## config.mk

```make
export PLATFORM = sky130hd
export DESIGN_NAME = cdll_ctrl
export DESIGN_NICKNAME = d
export VERILOG_FILES = /design/src/rtl/circular_doubly_linked_list_engine_core_macros.svh /design/src/rtl/cdll_pkg.sv /design/src/rtl/cdll_ctrl.sv
export SDC_FILE = /design/constraint.sdc
export NUM_CORES = 1
export LEC_CHECK = 0
export BUFFER_PORTS_ARGS = -buffer_cell sky130_fd_sc_hd__buf_2
export CORE_AREA = 10 10 47 49
export CTS_BUF_LIST = sky130_fd_sc_hd__clkbuf_16
export CTS_CLUSTER_SIZE = 14
export DETAILED_ROUTE_END_ITERATION = 16
export DIE_AREA = 0 0 57 59
export SLEW_MARGIN = 20
export SYNTH_ARGS = -nofsm -noshare
export SYNTH_HDL_FRONTEND = slang
export SYNTH_SLANG_ARGS = --single-unit
```

## constraint.sdc

```tcl
create_clock -name clk -period 1 [get_ports clk]
set_clock_uncertainty 0.05 [all_clocks]
set_input_delay 0.2 -clock clk [delete_from_list [all_inputs] [get_ports clk]]
set_output_delay 0.2 -clock clk [all_outputs]
set_load 0.005 [all_outputs]
```

## src/rtl/circular_doubly_linked_list_engine_core_macros.svh

```systemverilog
// ----------------------------------------------------------------------------
// Assertion macros for the circular doubly linked list engine
// Same-cycle and next-cycle implication checks, reset-qualified.
// ----------------------------------------------------------------------------
`ifndef CIRCULAR_DOUBLY_LINKED_LIST_ENGINE_CORE_MACROS_SVH
`define CIRCULAR_DOUBLY_LINKED_LIST_ENGINE_CORE_MACROS_SVH

// consequent holds in the cycle of the antecedent
`define CDLL_ASSERT_SAME(label, clk, rst, ante, cons, msg) \
  label: assert property (@(posedge clk) disable iff (rst) (ante) |-> (cons)) \
    else $error(msg);

// consequent holds in the cycle after the antecedent
`define CDLL_ASSERT_NEXT(label, clk, rst, ante, cons, msg) \
  label: assert property (@(posedge clk) disable iff (rst) (ante) |=> (cons)) \
    else $error(msg);

`endif

```

## src/rtl/cdll_pkg.sv

```systemverilog
// ----------------------------------------------------------------------------
// cdll_pkg
// Shared types and constants for the linked list engine.
// ----------------------------------------------------------------------------
`default_nettype none

package cdll_pkg;

  localparam int unsigned NODE_SLOTS_DEF = 256;

  typedef enum logic [2:0] {
    CMD_INS_TAIL    = 3'd0,
    CMD_INS_HEAD    = 3'd1,
    CMD_INS_BEFORE  = 3'd2,
    CMD_INS_AFTER   = 3'd3,
    CMD_REMOVE_NODE = 3'd4,
    CMD_REMOVE_HEAD = 3'd5,
    CMD_REMOVE_TAIL = 3'd6
  } cmd_t;

  localparam logic [1:0] ERR_OK     = 2'd0;
  localparam logic [1:0] ERR_EMPTY  = 2'd1;
  localparam logic [1:0] ERR_ABSENT = 2'd2;

  typedef enum logic [2:0] {
    ST_IDLE,
    ST_FETCH,
    ST_LINK,
    ST_UNLINK,
    ST_REPLY
  } state_t;

  typedef struct packed {
    logic accept;
    logic fetch;
    logic fin_link;
    logic fin_unlink;
    logic fin_reply;
  } ctrl_t;

  typedef struct packed {
    logic in_skip;
    logic cur_insert;
    logic out_free;
  } stat_t;

endpackage

`default_nettype wire

```

## src/rtl/cdll_ctrl.sv

```systemverilog
// ----------------------------------------------------------------------------
// cdll_ctrl
// Command sequencer: accept, link fetch, writeback, result handoff.
// ----------------------------------------------------------------------------
`default_nettype none

module cdll_ctrl import cdll_pkg::*; (
  input  wire logic  clk,
  input  wire logic  rst,
  input  wire logic  in_valid,
  output logic       in_stall,
  input  wire stat_t stat,
  output ctrl_t      ctl
);

  state_t state, state_next;

  always_ff @(posedge clk) begin
    if (rst) begin
      state <= ST_IDLE;
    end else begin
      state <= state_next;
    end
  end

  always_comb begin
    state_next = state;
    case (state)
      ST_IDLE: begin
        if (in_valid) begin
          state_next = stat.in_skip ? ST_REPLY : ST_FETCH;
        end
      end
      ST_FETCH: begin
        state_next = stat.cur_insert ? ST_LINK : ST_UNLINK;
      end
      ST_LINK, ST_UNLINK, ST_REPLY: begin
        if (stat.out_free) begin
          state_next = ST_IDLE;
        end
      end
      default: state_next = ST_IDLE;
    endcase
  end

  always_comb begin
    in_stall       = 1'b1;
    ctl            = '0;
    case (state)
      ST_IDLE: begin
        in_stall   = 1'b0;
        ctl.accept = in_valid;
      end
      ST_FETCH:  ctl.fetch      = 1'b1;
      ST_LINK:   ctl.fin_link   = stat.out_free;
      ST_UNLINK: ctl.fin_unlink = stat.out_free;
      ST_REPLY:  ctl.fin_reply  = stat.out_free;
      default: begin
        in_stall = 1'b1;
      end
    endcase
  end

endmodule

`default_nettype wire

```

==> impl_summary.md, run 1 <==
Run status
The run finished, with violations left. The checks that failed: negative setup slack.

Pwr
In this run the power density over the cells is a little over 2000 nW/um2. Summing internal, switching and leakage power gives 0.899 mW. Combinational cells account for 15.2% of the total power.

The maximum resistive drop on vdd is 1.52 mV. Net switching is 19.2% of the power. The part of the total power dissipated in the clock network is 68.4%.

The cell leakage power is 0.215 nW. Sequential cells burn 16.4% of the power. The analysis attributes to net switching a power of ~0.17 mW. The internal power consumption is 0.726 mW.

Placed design
The number of input and output port buffers inserted is 11. Detailed placement finished with a half-perimeter wire length of roughly 480 um. The post-placement worst setup slack is -0.0826 ns. Routability-driven placement finished with a final weighted congestion of 0.722.

Die
The width of the chip is ~57 um. The total die area is about 3400 um2. In this run the vertical extent of the chip is 59 um. The core outline area is 1400 um2. The number of ports placed on the die boundary is 12. The placement row count is 14. The initial core utilization is approximately 15%.

Cells and area
The largest register by flop count is state. The commonest non-fill, non-tap cell in the layout is buf_2. In the layout the commonest cells are buf_2 (10), buf_4 (5), nor3b_2 (3), clkbuf_16 (3), dfxtp_4 (3). In the final layout, the share of cells above drive strength 1 is 85.7%. The register with the most flip-flops in the layout has 3 of them. In the final layout, the registers with the most flip-flops are state: 3 flops. Compared with the post-synthesis result, the final layout area differs by 113%. The final layout contains 49 nets.

The number of antenna diodes in the final layout is 0. At the end of the flow the core is filled with cells to 31.7%. After filler insertion, the fill cell instance count of the layout stands at 160.

Clock network
After clock tree synthesis, the flow added hold-fix buffers numbering 0. The maximum level of the CTS H-tree is 1. Clock-pin slew was measured on the worst setup and hold paths at 0.03 ns. Counting along the longest clock path gives a buffer depth of 2. The CTS buffer count is 3. TritonCTS built the clock tree. The clock reaches the later pin of the worst-skew pair after 0.22 ns.

The root buffer cell chosen for the clock tree is clkbuf_16. The clock drives 3 sinks.

Critical path
The endpoint type of the worst setup path is an output port. The critical path goes through buf_6 > nor3b_2 > buf_2. In this run the worst path has a maximum fanout of 7.

The number of buffers and inverters on the critical path is 2. On the worst path, the slowest cell contributes a delay of 0.37 ns. For the worst setup path, the data arrival time is 1.00 ns. The required time of the critical path is 0.75 ns. The top cell family by delay on the critical path is flip-flops.

The startpoint type of the worst setup path is a flop. The worst-path cell with the longest stage delay is dfxtp_4. The worst setup path is of the reg2out kind.

GRT
The pin count of the biggest net entering global routing is 9. The via count of the first global-routing pass was 240. The first-pass GRT wire length is 1080 um. The overall track demand over capacity in global routing is 4.23%. The initial antenna violation count is 0.

Global routing finished with a remaining overflow of 0.

STA
The shortest period the worst path allows is 1.25 ns. The actual transition at the worst max-transition pin is 0.173 ns. The post-route clock period utilization is 125%. Setup repair after global routing could not meet its margin everywhere. For this run, the top clock speed supported by timing is 800 MHz.

In the final timing run, aggregate negative setup slack is -1.39 ns. Setup slack on the critical path of the routed design comes to -0.250 ns. The number of slew-limit violations in the final report is 0. The worst hold slack is 0.127 ns. The relative slew slack is 88.4%. Setup violations remaining at the end of the flow were counted as 7. The number of hold-slack violations in the final timing report is 0.

Logic synthesis
The number of nets handed over by synthesis was 28. Sorting the synthesized cells by area gives the leading types as dfxtp_1 (29%), nor3b_1 (11%), nor3_4 (7.8%). Yosys printed 0 warnings. The cell accounting for the most synthesized area is dfxtp_1. After synthesis the netlist holds a flip-flop and latch count of 3. The fraction of the yosys area taken by sequential cells is roughly 29%. The gate count of the mapped netlist is 22. Summing every instance area after synthesis gives about 210 um2.

A synthesized cell averages roughly 9.5 um2. The distinct cell type count of the synthesized netlist is 16. Summed over its instances, the top area cell type makes up 28.7% of the synthesized netlist area.

Detailed routing
The number of detailed-routing iterations run before antenna repair is 3. For this block, the initial DRC count from the detailed router was 2. The total routed wirelength is 660 um. In the routed layout, each cell is associated on average with a via count of 4.00. The per-cell routed wire length is 11.4 um. The count of antenna-violating nets left after detailed routing is 0. The detailed-route via count is 232. The post-route DRC violation count is 0.

Run
The total of max-cap violations is 0.

Hold path
The path class of the lowest-slack min-delay path is in2reg.
power groups by stage:
stage | Combinational [mW] | Clock (mW) | Sequential (mW)
floorplan | 0.0605 | 0 | 0.143
global placement | 0.104 | 0 | 0.149
detailed placement | 0.104 | 0 | 0.149
CTS | 0.113 | 0.630 | 0.148
global route | 0.152 | 0.651 | 0.151
finish | 0.136 | 0.615 | 0.148
layout make-up:
class / instances / area, um2 / area share (%)
multi-input combinational: 16 / 156 / 35.2
timing repair buffer: 17 / 110 / 24.8
clock buffer: 3 / 75.1 / 16.9
sequential: 3 / 71.3 / 16.1
tap: 16 / 20.0 / 4.51
inverter: 2 / 7.51 / 1.69
clock inverter: 1 / 3.75 / 0.845
cells in the mapped netlist (all sizes together):
| library cell | n |
|---|---|
| buf | 1 |
| nand4b | 1 |
| inv | 2 |
| dfxtp | 3 |
| nor2 | 1 |
| mux2 | 1 |
| o31ai | 1 |
| nand2 | 3 |
| nor3 | 2 |
| nand2b | 1 |
| nor3b | 3 |
| and3 | 1 |
| a21oi | 1 |
| nor4 | 1 |
timing repair:
| action | CTS | global route |
|---|---|---|
| setup buffers | 1 | 2 |
| pin swaps | 4 | 3 |
| setup endpoints to repair | 8 | 8 |
| gates resized for setup | 6 | 8 |
per-layer routing:
layer / part of all wire [%] / vias to the layer above / global-route usage (%)
met5: 0 / - / 0
met4: 0 / 0 / 3.02
met3: 5.2 / 0 / 3.00
met2: 46 / 9 / 4.81
met1: 49 / 107 / 5.21
li1: - / 116 / -
cells by family after synthesis:
logic type	synth area share, %
and+or+nand+nor	46.7
DFF	28.7
buffers and inverters	8.98
AOI/OAI and AO/OA	8.38
muxes	7.18
path summary, 6_finish.rpt:
path	from	endpoint	slack, ns	cells after the start
min	stat[2]	state[0]$_SDFFE_PP0P_	0.13	2
max	state[2]$_SDFFE_PP0P_	ctl[3]	-0.25	3
max reg2reg	state[1]$_SDFFE_PP0P_	state[0]$_SDFFE_PP0P_	-0.08	4
min reg2reg	state[2]$_SDFFE_PP0P_	state[1]$_SDFFE_PP0P_	0.44	1
stage by stage:
| stage | area [um2] | std cells |
|---|---|---|
| detailed placement | 297 | 51 |
| global placement | 297 | 51 |
| finish | 444 | 58 |
| CTS | 398 | 56 |
| floorplan | 210 | 22 |
| global route | 444 | 58 |
No activity file was read; power rests on OpenSTA's default activity.
==> run 2, diff against run 1 <==
Clock period 1 ns to 1.6 ns, I/O delays scaled along.
==> run 2 against run 1 <==
  * The flow now finishes without violations
  * Largest cell class unchanged
  * Routed wire length fell by 6.8%
  * Highest routed layer is now met4
  * First-iteration DRC count did not move
  * Sequential share of layout area rose by 1.3 points
  * Setup slack improved by 0.39 ns
  * Register-to-register slack improved by 0.57 ns
==> impl_summary.md, run 2 (synthesis results as in run 1) <==
Critical path
The largest fanout on the critical path is 7. Walking the worst path, the cells encountered are nor2_1 > and3_1 > buf_2. STA classifies the critical path endpoint as an output port. The worst-path cell with the longest stage delay is dfxtp_1.

The required time of the critical path is 1.23 ns. The worst reg2reg path depth is 2. The worst setup path is of the reg2out kind. The delay of the slowest cell on the worst path is 0.48 ns. The startpoint type of the worst setup path is a flop. STA puts the critical path data arrival time at 1.09 ns.

Clock network
The clock edge transition at the registers on the reported setup and hold paths is ~0.030 ns. The count of hold buffers inserted by post-cts repair is 0. The insertion delay of the later-clocked pin in the worst-skew pair is 0.22 ns. Clock tree synthesis found a total of 3 sinks. In this run the number of H-tree levels came out at 1. TritonCTS created 3 clock buffers.

TritonCTS built the clock tree. The clock passes through at most 2 buffers. Clock tree synthesis selected as its root buffer the cell clkbuf_16.

GRT
The first-pass GRT wire length is 993 um. Entering global routing, the biggest net connects 9 pins. The initial antenna violation count is 0. Global routing consumed, over all layers together, 4.22% of the routing resources. The residual overflow from global routing is 0.

The via count of the first global-routing pass is 225.

STA
Based on the critical path, the design can be clocked at up to approximately 700 MHz. The final count of negative-setup-slack endpoints is 0. Measured against its own limit, the worst slew margin works out to 77.1%. Setup total negative slack on the finished layout was measured at 0 ns.

The number of slew-limit violations in the final report is 0. The shortest period the worst path allows is 1.46 ns. Of the available clock period, the critical path in the final layout requires 91.3%. Setup repair after global routing left no endpoint under its margin. The actual transition at the worst max-transition pin is 0.344 ns. The tightest hold path in the finished design has a slack of 0.254 ns. The number of hold-slack violations in the final timing report came to 0.

Cells and area
The area growth from synthesis to layout is 68.9%. At the end of the flow, the number of nets in the layout was 43. The register with the most flip-flops in the layout has 3 of them. Ranked by flip-flop count, first place goes to state. The largest registers in the layout are state: 3 flops. The share of final-layout standard cells stronger than drive strength 1 is roughly 58%. The repair_antennas step left the layout with diodes totalling 0. The library cell used most frequently in the layout, excluding fill and tap cells, is buf_2. Once layout is done, the placed cells without fillers occupy 353 um2.

The filler cell count in the final layout is 165. Once layout is complete, the utilization of the core stands at 25.2%. In the layout the commonest cells are buf_2 (11), nor3b_1 (3), inv_1 (3), clkbuf_16 (3).

Die
The core outline area is 1400 um2. The floorplan step defined a die boundary enclosing about 3400 um2. The floorplan step set the die height to 59 um.

Once the floorplan was initialized, standard cells occupied 14.9% of the core. After floorplanning, the core was divided into 14 placement rows. The number of ports placed on the die boundary is 12.

The die is 57 um wide.

Placed design
At the end of routability-driven placement, the weighted congestion stood at 0.688. The number of input and output port buffers inserted is 11. The placed wire-length estimate is 444 um. After detailed placement, the total cell area comes to 273 um2.

Pwr
Total power for the finished layout comes to around 0.54 mW. The share of total power dissipated in combinational logic is 9.9%. The total power density per cell area is 1530 nW/um2.

The power dissipated by switching net loads is 0.107 mW. The power share of the sequential group is 17.5%. The maximum resistive drop on vdd is 0.414 mV.

The cell leakage power is approximately 0.18 nW. The internal power consumption is between 0.4 and 0.5 mW. The part of the total power dissipated in the clock network is 72.6%. In this run switching power makes up 19.7% of total power.

Hold path
The path class of the lowest-slack min-delay path is in2reg. Counting instances, the worst hold path has a depth of 2.

Detailed routing
The post-route DRC violation count is 0. The detail route stage leaves a number of antenna-violating nets equal to 0. The detailed router finished its first iteration with 2 violations.

The average vias per placed instance is 4.06. In the final routed layout, each cell accounts on average for 11.8 um. The first detailed-routing pass ran for 2 iterations.

Across all layers, the routed design uses between 200 and 250 vias. Wires add up to 615 um.

Run status
The flow ran to the end, and the final reports show no timing, DRC or antenna violations.

Run
The total of max-cap violations is 0.
run 2: cell count changes in the layout (fill, tap and decap cells not counted), sizes merged:
| cell | previous run | this run |
|---|---|---|
| buf | 17 | 11 |
run 2: stage by stage:
step | std cells | setup WS [ns]
finish | 52 | 0.139
global route | 52 | 0.0585
CTS | 52 | 0.0640
detailed placement | 48 | 0.315
global placement | 48 | 0.330
floorplan | 22 | 0.463
run 2: path summary, 6_finish.rpt:
path | from | to | slack, ns
worst max-delay path | state[0]$_SDFFE_PP0P_ | ctl[0] | 0.14
worst min-delay path | stat[2] | state[0]$_SDFFE_PP0P_ | 0.25
worst max register to register | state[2]$_SDFFE_PP0P_ | state[2]$_SDFFE_PP0P_ | 0.49
worst min register to register | state[1]$_SDFFE_PP0P_ | state[2]$_SDFFE_PP0P_ | 0.47
run 2: repair_timing:
item | in CTS | in global routing
gates resized for setup | 0 | 1
setup endpoints to repair | 0 | 1
buffers inserted | 0 | 0
run 2: worst max-delay path: cells and delay by family (launching register included):
| kind | cells | cell delay (ns) |
|---|---|---|
| flip-flops | 1 | 0.48 |
| AND/OR/NAND/NOR | 2 | 0.27 |
| buffers and inverters | 1 | 0.12 |
run 2: layout make-up:
type | instances | area [um2] | share of cell area (%)
multi-input cells | 16 | 130 | 36.9
clock buffers | 3 | 75.1 | 21.3
flip-flops and latches | 3 | 61.3 | 17.4
repair buffers | 11 | 55.1 | 15.6
well taps | 16 | 20.0 | 5.67
inverters | 2 | 7.51 | 2.13
clock inverters | 1 | 3.75 | 1.06
run 2: routing by layer:
| layer | up-vias | part of all wire, % | track usage [%] |
|---|---|---|---|
| met1 | 93 | 51 | 4.36 |
| met4 | 0 | 3.7 | 7.05 |
| met3 | 2 | 7.6 | 2.79 |
| met2 | 11 | 37 | 4.19 |
| li1 | 105 | - | - |
| met5 | - | 0 | 0 |
run 2: power groups by stage:
stage | Combinational (mW) | Clock [mW] | Sequential (mW)
final | 0.0534 | 0.393 | 0.0944
after global routing | 0.0591 | 0.412 | 0.0961
after CTS | 0.0545 | 0.402 | 0.0937
after detailed placement | 0.0539 | 0 | 0.0946
after global placement | 0.0536 | 0 | 0.0942
after floorplan | 0.0378 | 0 | 0.0891
